$ cat src/rtl/qtd_pkg.sv
// ----------------------------------------------------------------------------
// Q-table TD update: shared package
// Types, register indexes, sequencer states and fixed-point constants.
// ----------------------------------------------------------------------------
package qtd_pkg;

  localparam int NUM_STATES_DEF  = 16;
  localparam int NUM_ACTIONS_DEF = 4;

  // Fixed widths of the request and result fields.
  localparam int STATE_W  = 4;
  localparam int ACTION_W = 2;
  localparam int REWARD_W = 16;
  localparam int VALUE_W  = 32;
  localparam int BEST_W   = 2;
  localparam int OUTC_W   = 2;

  // Configuration port.
  localparam int CFG_IDX_W  = 1;
  localparam int CFG_DATA_W = 9;
  localparam logic [CFG_IDX_W-1:0]  REG_DISCOUNT      = 1'd0;
  localparam logic [CFG_IDX_W-1:0]  REG_LEARNING_RATE = 1'd1;
  localparam logic [CFG_DATA_W-1:0] COEF_RESET        = 9'd77;
  localparam logic [CFG_DATA_W-1:0] COEF_MAX          = 9'd256;

  // Arithmetic widths.
  localparam int PROD1_W = VALUE_W + CFG_DATA_W + 1;  // discount * max
  localparam int ERR_W   = 36;                        // target - old value
  localparam int PROD2_W = ERR_W + CFG_DATA_W + 1;    // rate * error
  localparam int NV_W    = VALUE_W + 5;               // unsaturated new value
  localparam int FRAC_W  = 8;

  localparam logic signed [VALUE_W-1:0]  Q_MAX       = 32'sh7FFF_FFFF;
  localparam logic signed [VALUE_W-1:0]  Q_MIN       = 32'sh8000_0000;
  localparam logic signed [REWARD_W-1:0] WIN_REWARD  = 16'sd100;
  localparam logic signed [REWARD_W-1:0] LOSS_REWARD = -16'sd100;

  typedef enum logic [OUTC_W-1:0] {
    OUT_CONTINUE = 2'd0,
    OUT_WIN      = 2'd1,
    OUT_LOSS     = 2'd2
  } outcome_e;

  typedef enum logic [2:0] {
    ST_CLEAR,
    ST_IDLE,
    ST_SCAN,
    ST_FETCH,
    ST_MUL1,
    ST_ERR,
    ST_MUL2,
    ST_WRITE
  } state_e;

  // Strobes from the sequencer to the datapath.
  typedef struct packed {
    logic cmp_en;     // a row value is on the read data
    logic cmp_first;  // it is the row's first column
    logic ld_prod1;   // capture old value and discounted maximum
    logic ld_err;     // form the temporal-difference error
    logic ld_prod2;   // scale the error by the learning rate
  } dp_ctrl_t;

endpackage

$ cat src/rtl/qtd_mem.sv
// ----------------------------------------------------------------------------
// Q-table TD update: value memory
// One write port and one read port; read data is registered.
// ----------------------------------------------------------------------------
module qtd_mem #(
  parameter int DEPTH  = 64,
  parameter int DATA_W = 32,
  parameter int ADDR_W = $clog2(DEPTH)
) (
  input  logic              clk_i,
  input  logic              we_i,
  input  logic [ADDR_W-1:0] waddr_i,
  input  logic [DATA_W-1:0] wdata_i,
  input  logic              re_i,
  input  logic [ADDR_W-1:0] raddr_i,
  output logic [DATA_W-1:0] rdata_o
);

  logic [DATA_W-1:0] mem [DEPTH];
  logic [DATA_W-1:0] rdata_q;

  always_ff @(posedge clk_i) begin
    if (we_i) begin
      mem[waddr_i] <= wdata_i;
    end
  end

  always_ff @(posedge clk_i) begin
    if (re_i) begin
      rdata_q <= mem[raddr_i];
    end
  end

  assign rdata_o = rdata_q;

endmodule

$ cat src/rtl/qtd_datapath.sv
// ----------------------------------------------------------------------------
// Q-table TD update: datapath
// Row maximum search, the two scaled products and the saturating update.
// ----------------------------------------------------------------------------
module qtd_datapath #(
  parameter int COL_W = 2
) (
  input  logic                                  clk_i,
  input  qtd_pkg::dp_ctrl_t                     ctrl_i,
  input  logic [COL_W-1:0]                      col_i,
  input  logic [qtd_pkg::VALUE_W-1:0]           rdata_i,
  input  logic signed [qtd_pkg::REWARD_W-1:0]   reward_i,
  input  logic [qtd_pkg::CFG_DATA_W-1:0]        discount_i,
  input  logic [qtd_pkg::CFG_DATA_W-1:0]        rate_i,
  output logic [COL_W-1:0]                      best_o,
  output logic [qtd_pkg::VALUE_W-1:0]           new_value_o,
  output logic                                  sat_o
);
  import qtd_pkg::*;

  logic signed [VALUE_W-1:0] rd_val;
  logic signed [VALUE_W-1:0] max_q;
  logic [COL_W-1:0]          best_q;
  logic signed [VALUE_W-1:0] old_q;
  logic signed [PROD1_W-1:0] prod1_q;
  logic signed [ERR_W-1:0]   err_q;
  logic signed [PROD2_W-1:0] prod2_q;
  logic signed [NV_W-1:0]    nv_wide;

  assign rd_val = $signed(rdata_i);

  // A strictly greater value replaces the maximum, so ties keep the lower column.
  always_ff @(posedge clk_i) begin
    if (ctrl_i.cmp_en && (ctrl_i.cmp_first || rd_val > max_q)) begin
      max_q  <= rd_val;
      best_q <= col_i;
    end
  end

  always_ff @(posedge clk_i) begin
    if (ctrl_i.ld_prod1) begin
      old_q   <= rd_val;
      prod1_q <= PROD1_W'($signed({1'b0, discount_i})) * PROD1_W'(max_q);
    end
    if (ctrl_i.ld_err) begin
      err_q <= (ERR_W'(reward_i) <<< FRAC_W) + ERR_W'(prod1_q >>> FRAC_W)
               - ERR_W'(old_q);
    end
    if (ctrl_i.ld_prod2) begin
      prod2_q <= PROD2_W'($signed({1'b0, rate_i})) * PROD2_W'(err_q);
    end
  end

  // The arithmetic shifts give the floor of each product over 256.
  assign nv_wide = NV_W'(old_q) + NV_W'(prod2_q >>> FRAC_W);

  always_comb begin
    if (nv_wide > NV_W'(Q_MAX)) begin
      new_value_o = Q_MAX;
      sat_o       = 1'b1;
    end else if (nv_wide < NV_W'(Q_MIN)) begin
      new_value_o = Q_MIN;
      sat_o       = 1'b1;
    end else begin
      new_value_o = nv_wide[VALUE_W-1:0];
      sat_o       = 1'b0;
    end
  end

  assign best_o = best_q;

endmodule

$ cat src/rtl/q_table_td_update_top.sv
// ----------------------------------------------------------------------------
// Q-table TD update: top level
// Sequencer, configuration registers, value memory and result register.
// ----------------------------------------------------------------------------
// After reset the block first clears the value table, one entry a cycle; no
// request is taken during that sweep, though configuration writes are. After
// acceptance of a request, the single read port of the value memory reads the
// next state's row one column per cycle, then the current entry, and the update
// passes through two registered multiplications before it is written back and
// shown at the result port. Requests are handled one at a time, so no two
// accesses to the same entry overlap. A result waiting at the output does not
// stop the next request from being accepted; only the write-back waits.
// ----------------------------------------------------------------------------
module q_table_td_update_top #(
  parameter int NUM_STATES  = qtd_pkg::NUM_STATES_DEF,
  parameter int NUM_ACTIONS = qtd_pkg::NUM_ACTIONS_DEF
) (
  input  logic                                 clk_i,
  input  logic                                 rst_ni,
  input  logic                                 cfg_valid_i,
  output logic                                 cfg_ready_o,
  input  logic [qtd_pkg::CFG_IDX_W-1:0]        cfg_index_i,
  input  logic [qtd_pkg::CFG_DATA_W-1:0]       cfg_data_i,
  input  logic                                 in_valid_i,
  output logic                                 in_ready_o,
  input  logic [qtd_pkg::STATE_W-1:0]          state_index_i,
  input  logic [qtd_pkg::ACTION_W-1:0]         action_i,
  input  logic signed [qtd_pkg::REWARD_W-1:0]  reward_i,
  input  logic [qtd_pkg::STATE_W-1:0]          next_index_i,
  output logic                                 out_valid_o,
  input  logic                                 out_ready_i,
  output logic signed [qtd_pkg::VALUE_W-1:0]   new_value_o,
  output logic [qtd_pkg::BEST_W-1:0]           best_next_action_o,
  output logic [qtd_pkg::OUTC_W-1:0]           outcome_o,
  output logic                                 saturated_o
);
  import qtd_pkg::*;

  localparam int DEPTH  = NUM_STATES * NUM_ACTIONS;
  localparam int ADDR_W = $clog2(DEPTH);
  localparam int ROW_W  = $clog2(NUM_STATES);
  localparam int COL_W  = $clog2(NUM_ACTIONS);

  state_e state_q, state_d;

  logic [CFG_DATA_W-1:0] discount_q, rate_q, cfg_clamped;

  logic [ROW_W-1:0] s_row_in, n_row_in, s_row_q, n_row_q;
  logic [COL_W-1:0] a_col_in, a_col_q;
  logic signed [REWARD_W-1:0] reward_q;

  logic [COL_W-1:0]  col_q, col_d;
  logic [ADDR_W-1:0] clr_q, clr_d;
  logic              cmp_vld_q, cmp_vld_d;
  logic [COL_W-1:0]  cmp_col_q;

  logic [ADDR_W-1:0] scan_addr, sa_addr;
  logic              mem_we, mem_re;
  logic [ADDR_W-1:0] mem_waddr, mem_raddr;
  logic [VALUE_W-1:0] mem_wdata, mem_rdata;

  dp_ctrl_t           dp_ctrl;
  logic [COL_W-1:0]   dp_best;
  logic [VALUE_W-1:0] dp_value;
  logic               dp_sat;

  logic in_acc, out_load, out_free;
  logic out_valid_q;
  logic [VALUE_W-1:0] out_value_q;
  logic [BEST_W-1:0]  out_best_q;
  outcome_e           out_outc_q, outc;
  logic               out_sat_q;

  // Configuration registers: values above 256 act as 256.
  assign cfg_ready_o = 1'b1;
  assign cfg_clamped = (cfg_data_i > COEF_MAX) ? COEF_MAX : cfg_data_i;

  always_ff @(posedge clk_i or negedge rst_ni) begin
    if (!rst_ni) begin
      discount_q <= COEF_RESET;
      rate_q     <= COEF_RESET;
    end else if (cfg_valid_i) begin
      case (cfg_index_i)
        REG_DISCOUNT:      discount_q <= cfg_clamped;
        REG_LEARNING_RATE: rate_q     <= cfg_clamped;
        default: ;
      endcase
    end
  end

  // Out-of-range indexes act as the last row or column.
  assign s_row_in = (32'(state_index_i) >= 32'(NUM_STATES)) ?
                    ROW_W'(NUM_STATES - 1) : ROW_W'(state_index_i);
  assign n_row_in = (32'(next_index_i) >= 32'(NUM_STATES)) ?
                    ROW_W'(NUM_STATES - 1) : ROW_W'(next_index_i);
  assign a_col_in = (32'(action_i) >= 32'(NUM_ACTIONS)) ?
                    COL_W'(NUM_ACTIONS - 1) : COL_W'(action_i);

  assign in_ready_o = (state_q == ST_IDLE);
  assign in_acc     = in_valid_i && in_ready_o;

  always_ff @(posedge clk_i) begin
    if (in_acc) begin
      s_row_q  <= s_row_in;
      n_row_q  <= n_row_in;
      a_col_q  <= a_col_in;
      reward_q <= reward_i;
    end
  end

  assign scan_addr = ADDR_W'(n_row_q) * ADDR_W'(NUM_ACTIONS) + ADDR_W'(col_q);
  assign sa_addr   = ADDR_W'(s_row_q) * ADDR_W'(NUM_ACTIONS) + ADDR_W'(a_col_q);

  assign out_free = !out_valid_q || out_ready_i;

  always_ff @(posedge clk_i or negedge rst_ni) begin
    if (!rst_ni) begin
      state_q   <= ST_CLEAR;
      col_q     <= '0;
      clr_q     <= '0;
      cmp_vld_q <= 1'b0;
    end else begin
      state_q   <= state_d;
      col_q     <= col_d;
      clr_q     <= clr_d;
      cmp_vld_q <= cmp_vld_d;
    end
  end

  always_ff @(posedge clk_i) begin
    cmp_col_q <= col_q;
  end

  always_comb begin
    state_d   = state_q;
    col_d     = col_q;
    clr_d     = clr_q;
    cmp_vld_d = 1'b0;
    mem_we    = 1'b0;
    mem_re    = 1'b0;
    mem_waddr = sa_addr;
    mem_raddr = sa_addr;
    mem_wdata = dp_value;
    out_load  = 1'b0;
    dp_ctrl   = '0;
    dp_ctrl.cmp_en    = cmp_vld_q;
    dp_ctrl.cmp_first = (cmp_col_q == '0);
    case (state_q)
      ST_CLEAR: begin
        mem_we    = 1'b1;
        mem_waddr = clr_q;
        mem_wdata = '0;
        clr_d     = clr_q + 1'b1;
        if (clr_q == ADDR_W'(DEPTH - 1)) begin
          state_d = ST_IDLE;
        end
      end
      ST_IDLE: begin
        col_d = '0;
        if (in_acc) begin
          state_d = ST_SCAN;
        end
      end
      ST_SCAN: begin
        mem_re    = 1'b1;
        mem_raddr = scan_addr;
        cmp_vld_d = 1'b1;
        col_d     = col_q + 1'b1;
        if (col_q == COL_W'(NUM_ACTIONS - 1)) begin
          state_d = ST_FETCH;
        end
      end
      ST_FETCH: begin
        mem_re  = 1'b1;
        state_d = ST_MUL1;
      end
      ST_MUL1: begin
        dp_ctrl.ld_prod1 = 1'b1;
        state_d          = ST_ERR;
      end
      ST_ERR: begin
        dp_ctrl.ld_err = 1'b1;
        state_d        = ST_MUL2;
      end
      ST_MUL2: begin
        dp_ctrl.ld_prod2 = 1'b1;
        state_d          = ST_WRITE;
      end
      ST_WRITE: begin
        // The write-back and the result go together once the output is free.
        if (out_free) begin
          mem_we   = 1'b1;
          out_load = 1'b1;
          state_d  = ST_IDLE;
        end
      end
      default: begin
        state_d = ST_IDLE;
      end
    endcase
  end

  qtd_mem #(
    .DEPTH  (DEPTH),
    .DATA_W (VALUE_W),
    .ADDR_W (ADDR_W)
  ) u_mem (
    .clk_i   (clk_i),
    .we_i    (mem_we),
    .waddr_i (mem_waddr),
    .wdata_i (mem_wdata),
    .re_i    (mem_re),
    .raddr_i (mem_raddr),
    .rdata_o (mem_rdata)
  );

  qtd_datapath #(
    .COL_W (COL_W)
  ) u_datapath (
    .clk_i       (clk_i),
    .ctrl_i      (dp_ctrl),
    .col_i       (cmp_col_q),
    .rdata_i     (mem_rdata),
    .reward_i    (reward_q),
    .discount_i  (discount_q),
    .rate_i      (rate_q),
    .best_o      (dp_best),
    .new_value_o (dp_value),
    .sat_o       (dp_sat)
  );

  always_comb begin
    if (reward_q == WIN_REWARD) begin
      outc = OUT_WIN;
    end else if (reward_q == LOSS_REWARD) begin
      outc = OUT_LOSS;
    end else begin
      outc = OUT_CONTINUE;
    end
  end

  always_ff @(posedge clk_i or negedge rst_ni) begin
    if (!rst_ni) begin
      out_valid_q <= 1'b0;
    end else if (out_load) begin
      out_valid_q <= 1'b1;
    end else if (out_ready_i) begin
      out_valid_q <= 1'b0;
    end
  end

  always_ff @(posedge clk_i) begin
    if (out_load) begin
      out_value_q <= dp_value;
      out_best_q  <= BEST_W'(dp_best);
      out_outc_q  <= outc;
      out_sat_q   <= dp_sat;
    end
  end

  assign out_valid_o        = out_valid_q;
  assign new_value_o        = $signed(out_value_q);
  assign best_next_action_o = out_best_q;
  assign outcome_o          = out_outc_q;
  assign saturated_o        = out_sat_q;

endmodule
$ cat config.mk
export PLATFORM = sky130hd
export DESIGN_NAME = q_table_td_update_top
export DESIGN_NICKNAME = d
export VERILOG_FILES = /design/src/rtl/qtd_pkg.sv /design/src/rtl/qtd_mem.sv /design/src/rtl/qtd_datapath.sv /design/src/rtl/q_table_td_update_top.sv
export SDC_FILE = /design/constraint.sdc
export NUM_CORES = 2
export LEC_CHECK = 0
export ABC_AREA = 1
export BUFFER_PORTS_ARGS = -buffer_cell sky130_fd_sc_hd__buf_2
export CAP_MARGIN = 15
export CORE_MARGIN = 2
export CORE_UTILIZATION = 65
export CTS_BUF_LIST = sky130_fd_sc_hd__clkbuf_4 sky130_fd_sc_hd__clkbuf_8
export DETAILED_ROUTE_END_ITERATION = 7
export GPL_ROUTABILITY_DRIVEN = 1
export PLACE_DENSITY = 0.85
export SKIP_LAST_GASP = 1
export SYNTH_ARGS = -nofsm -noshare
export SYNTH_HDL_FRONTEND = slang
export SYNTH_SLANG_ARGS = --single-unit
export TNS_END_PERCENT = 30
$ cat constraint.sdc
create_clock -name clk_i -period 6.6 [get_ports clk_i]
set_input_delay 0.99 -clock clk_i [delete_from_list [all_inputs] [get_ports clk_i]]
set_output_delay 0.99 -clock clk_i [all_outputs]
set_load 0.1 [all_outputs]
# ---- After elaboration in Yosys (flattened, before gate mapping)
# Memories as Yosys holds them, arrays and structs flattened. A register that Yosys moved wholly into a read port is not among the register bits.
# Index checks and enable logic that the tools add are counted.
dict set report totals {
  reg_bits 285
  ram_bits 2048
  output_inout_bits 40
  memories 1
}
dict set report classes {
  add_sub_neg 7
  mul 2
  magnitude_cmp 4
  eq_ne 15
  n_mux 26
  bitwise_logic 1
  n_reduce_logical 13
}
# memory words word_bits read_ports rd_ports_with_merged_regs wr line_no
set memory_table {}
lappend memory_table {u_mem.mem 64 32 1 1 1 qtd_mem.sv:19} ;# logic [DATA_W-1:0] mem [DEPTH];
# cell n
set op_table {}
lappend op_table {{2-to-1 mux 32 bit} 3}
lappend op_table {{multiplier 10 x 36 -> 45 bit} 1}
lappend op_table {{multiplier 10 x 32 -> 42 bit} 1}
lappend op_table {{adder 32 x 37 -> 37 bit} 1}
lappend op_table {{> comparator 37 x 32 -> 1 bit (second input constant)} 1}
lappend op_table {{less-than comparator 37 x 32 -> 1 bit (second input constant)} 1}
lappend op_table {{subtractor 35 x 32 -> 36 bit} 1}
lappend op_table {{adder 24 x 34 -> 35 bit} 1}
lappend op_table {{equality test 16 x 8 -> 1 bit (second input constant)} 2}
lappend op_table {{> comparator 32 bit} 1}
lappend op_table {{one-hot mux 3 bit (8 select lines)} 1}
lappend op_table {{adder 6 x 2 -> 6 bit} 2}
lappend op_table {{equality test 3 bit (second input constant)} 4}
lappend op_table {{2-to-1 mux 1 bit} 12}
lappend op_table {{2-to-1 mux 3 bit} 4}
lappend op_table {{2-to-1 mux 6 bit} 2}
lappend op_table {{> comparator 9 bit (second input constant)} 1}
lappend op_table {{2-to-1 mux 9 bit} 1}
lappend op_table {{adder 6 x 1 -> 6 bit (second input constant)} 1}
lappend op_table {{equality test 3 x 2 -> 1 bit (second input constant)} 2}
lappend op_table {{equality test 6 bit (second input constant)} 1}
lappend op_table {{inequality test 2 bit (second input constant)} 3}
lappend op_table {{one-hot mux 2 bit (2 select lines)} 1}
lappend op_table {{AND reduction 2 bit} 2}
lappend op_table {{15 further kinds} 18}

# ---- Longest topological paths before layout
dict set report depth {
  word_depth 6
  depth_mapped 25
  mapped_depth_nobuf 23
}

# ---- Cells and area by module
# A second synthesis with hierarchy kept.
dict set report unflattened {
  cells_unflattened 11493
  hier_area_um2 120857.2
}
# mod instances cells_each area_per_inst_um2 seq_area_each_um2
set modules_own_cells {}
lappend modules_own_cells {qtd_mem 1 6769 83058.4 62459.9}
lappend modules_own_cells {qtd_datapath 1 4362 33840.0 5195.0}
lappend modules_own_cells {q_table_td_update_top 1 362 3958.8 2717.6}

# ---- Worst setup path before layout
# No wires, ideal clock.
dict set report synth_timing {
  path_kind {reg2reg}
  start {reg rate_q[2]}
  end {reg u_datapath.prod2_q[35] (data pin)}
  t_arrival_ns 5.589
  required_time_ns 6.344
  slack_ns 0.755
  stages_incl_launch_ff 26
  period_less_slack_ns 5.845
  cell_sequence {dfstp_2 clkbuf_1 clkbuf_1 nand2_1 fa_1 inv_1 fa_1 inv_1 fa_1 inv_1 fa_1 inv_1 fa_1 inv_1 ha_1 nand2_1 nor2_1 nand4_1 o21ai_0 a21oi_1 o21ai_0 nand2_1 nor2_1 nor2_1 nand2_1 nand2_1}
}
dict set report synth_between {
  elab_chain_cells 1
}
# item line_no
set synth_lines {}
lappend synth_lines {{start, declared} q_table_td_update_top.sv:46} ;# logic [CFG_DATA_W-1:0] discount_q, rate_q, cfg_clamped;
lappend synth_lines {{start signal, assigned} q_table_td_update_top.sv:85} ;# REG_LEARNING_RATE: rate_q <= cfg_clamped;
lappend synth_lines {{multiplier 10 x 36 -> 45 bit} qtd_datapath.sv:50} ;# prod2_q <= PROD2_W'($signed({1'b0, rate_i})) * PROD2_W'(err_q);
lappend synth_lines {{end signal, assigned} qtd_datapath.sv:50}
lappend synth_lines {{end, declared} qtd_datapath.sv:27} ;# logic signed [PROD2_W-1:0] prod2_q;
# Every way passes these cells.
# A chain may end at the register's enable or synchronous reset.

# ---- Worst setup path in the final report
dict set report layout_timing {
  start {reg rate_q[6]}
  end {reg u_datapath.prod2_q[35] (data pin)}
}
# Same word-level chain as after synthesis.

==> flow_summary.json <==
{
  "fill_cells": 11476,
  "antenna_left": 0,
  "drive_gt1_share_pct": 9.11,
  "ys_warn_count": 0,
  "post-route-min-period_ns": 6.00,
  "grt_first_pass_wirelength_microns": 505000,
  "layout_common_cells": "edfxtp_1, nor2_1, inv_1, nand2_1, o21ai_0",
  "cts_tree": "built",
  "clock_latency_ns": 1.09,
  "clockBufferDepth": 4,
  "start_util_pct": 65.4,
  "synth_cells": 10499,
  "nets": 11431,
  "status": "finished with violations",
  "drc": 3,
  "cts-htree-levels": 5,
  "drt-vias-per-instance": 6.46,
  "maxCapViolations": 0,
  "syn_area_per_cell_sq_um": 11.3,
  "ys_ff_latch": 2349,
  "cp_slowest_cell": "dfstp_2",
  "ctsResizeCount": 0,
  "grt_pass1_vias": 85467,
  "critical_path.top_delay_family": "adder cells",
  "die_area_sq_mm": 0.185,
  "wl_per_cell_microns": 25.6,
  "yosys.cell_types.count": 59,
  "worstReg2RegStart": "rate_q[6]",
  "max_freq_mhz": 167,
  "clkSinkCount": 2349,
  "drt_wl_total_microns": 338000,
  "violations": "design-rule violations",
  "required_ns": 7.35,
  "finClkSkew_ns": 0.118,
  "cts_setup_buffers": 0,
  "ys_seq_area_share_pct": 59.5,
  "finalHoldViolCount": 0,
  "std_cell_rows": 156,
  "io-pin-count": 81,
  "r2r_cells": 21,
  "crit_arrival_ns": 6.76,
  "vias": 85466,
  "rsz0062_at_grt": "false",
  "layout_commonest_cell": "edfxtp_1",
  "ff2ff_setup_slack_ns": 0.60,
  "synth_edf_count": 2316,
  "layout_worst_path_cycle_share_pct": 91.0,
  "synthFlopType": "edfxtp_1",
  "slowest_delay_ns": 0.74,
  "tightest_slew_ns": 1.24,
  "numCtsBuffers": 370,
  "relSlewSlack_pct": 17.3,
  "crit_fanout": 15,
  "dieHeight_microns": 431,
  "drv_slew": 0,
  "syn_to_final_growth_pct": 9.17,
  "grt_overflow": 0,
  "async_reset_ff_share_pct": 1.32,
  "initialDrtViolationCount": 12691,
  "core_sq_mm": 0.181,
  "clk_pin_slew_ns": 0.06,
  "dp_hpwl_microns": 210000,
  "path_buf_inv": 3,
  "cts-root-buf": "clkbuf_8",
  "gp_congestion": 0.982,
  "path_cells": "nand2_1, fa_1, fa_1, inv_1, fa_1, fa_1, inv_1, fa_1, inv_1, ha_1, nand2_1, nor2_1, nand4_1, o21ai_0, a21oi_1, o21ai_0, nand2_1, nor2_1, nor2_1, nand2_1, nand2_1",
  "grt_usage_pct": 36.3,
  "timing.rr.end": "u_datapath.prod2_q[35]",
  "antenna_found_initial": 12,
  "grt_max_degree": 191,
  "ctsHoldBuffers": 0,
  "die_w_microns": 431,
  "cp-start-kind": "flop",
  "setup_viol": 0,
  "io_buffers": 79,
  "worstHoldPathType": "in2async",
  "crit_type": "reg2reg",
  "synth.cell_area_sq_mm": 0.118,
  "drtPass1Iterations": 8,
  "syn-num-nets": 11350,
  "setup_tns_ns": 0,
  "worstSetupEndpointType": "flop"
}
==> sequential cells by signal (all words and copies together) (netlist names), 3 cells and up <==
| register | cells |
|---|---|
| clr_q | 6 |
| discount_q | 9 |
| n_row_q | 4 |
| new_value_o | 32 |
| rate_q | 9 |
| reward_q | 16 |
| s_row_q | 4 |
| state_q | 3 |
| u_datapath.err_q | 36 |
| u_datapath.max_q | 32 |
| u_datapath.old_q | 32 |
| u_datapath.prod1_q | 34 |
| u_datapath.prod2_q | 37 |
| u_mem.mem | 2048 |
| u_mem.rdata_o | 32 |
==> per-stage QoR <==
stage	cell area, sq um	cells	setup WS (ns)	util [%]	hold WS, ns
after floorplan	118000	10499	0.755	-	0.371
after global placement	122000	12574	0.542	67.5	0.409
after detailed placement	122000	12574	0.558	67.5	0.405
after CTS	129000	13210	0.517	71.4	0.0241
after global routing	129000	13216	0.200	71.4	0.0752
final	129000	13220	0.596	71.4	0.0618
==> kinds of logic (layout without fill, tap and decap cells) <==
family | after synthesis | after routing | synth area share [%]
adders and majority gates | 810 | 810 | 11.9
buffers and inverters | 1834 | 2179 | 6.13
AOI/OAI and AO/OA | 2371 | 2371 | 11.5
and+or+nand+nor | 2985 | 2985 | 9.90
other | 1 | 7 | 0.00317
xor gates and xnor gates | 149 | 149 | 1.10
DFF | 2349 | 2349 | 59.5
==> cells in the mapped netlist (6+ instances only) <==
library cell / number / share of area [%]
a21boi_0: 7 / 0.044
xor2_1: 103 / 0.76
edfxtp_1: 2316 / 59
nor3_1: 24 / 0.10
o211ai_1: 382 / 2.4
xnor2_1: 46 / 0.34
buf_1: 29 / 0.092
buf_6: 11 / 0.10
o21bai_1: 13 / 0.083
dfstp_2: 8 / 0.18
buf_4: 20 / 0.13
nor4_1: 6 / 0.032
o21ai_0: 880 / 3.7
a31oi_1: 25 / 0.13
o221ai_1: 34 / 0.25
nand3_1: 237 / 1.0
buf_2: 165 / 0.70
inv_1: 1229 / 3.9
a21oi_1: 268 / 1.1
nand2_1: 1157 / 3.7
fa_1: 519 / 8.8
nand4_1: 35 / 0.19
o21a_1: 25 / 0.16
o21ai_1: 386 / 1.6
clkbuf_1: 372 / 1.2
a21o_1: 9 / 0.057
nor2_1: 1507 / 4.8
o22ai_1: 323 / 1.7
dfrtp_1: 23 / 0.49
ha_1: 291 / 3.1
==> per-layer routing <==
metal	part of all wire [%]	global-route usage [%]	vias up
met3	12	7.43	1344
met5	0.030	0	-
met2	46	57.0	6549
met1	34	46.4	41120
met4	7.5	23.9	14
li1	-	-	36439
==> worst max-delay path by stage <==
stage / from / to / slack, ns / cells past startpoint
2_1_floorplan: rate_q[2] / u_datapath.prod2_q[35] / 0.75 / 25
3_3_place_gp: discount_q[5] / u_datapath.prod1_q[39] / 0.54 / 19
3_5_place_dp: discount_q[5] / u_datapath.prod1_q[39] / 0.56 / 19
4_1_cts: discount_q[5] / u_datapath.prod1_q[39] / 0.52 / 19
5_1_grt: rate_q[2] / u_datapath.prod2_q[35] / 0.20 / 24
6_report: rate_q[6] / u_datapath.prod2_q[35] / 0.60 / 21
==> cell type report <==
cell class	instances	area, sq um	share of cell area (%)
Clock inverter	139	846	0.655
Antenna cell	6	15.0	0.0116
Inverter	1236	4670	3.62
Timing Repair Buffer	307	2560	1.98
Multi-Input combinational cell	6316	41600	32.2
Clock buffer	497	6090	4.72
Tap cell	2370	2970	2.30
Sequential cell	2349	70400	54.5
Power is not shown: default switching activity piles up to over one toggle a cycle in this logic, so the estimate is an artifact.
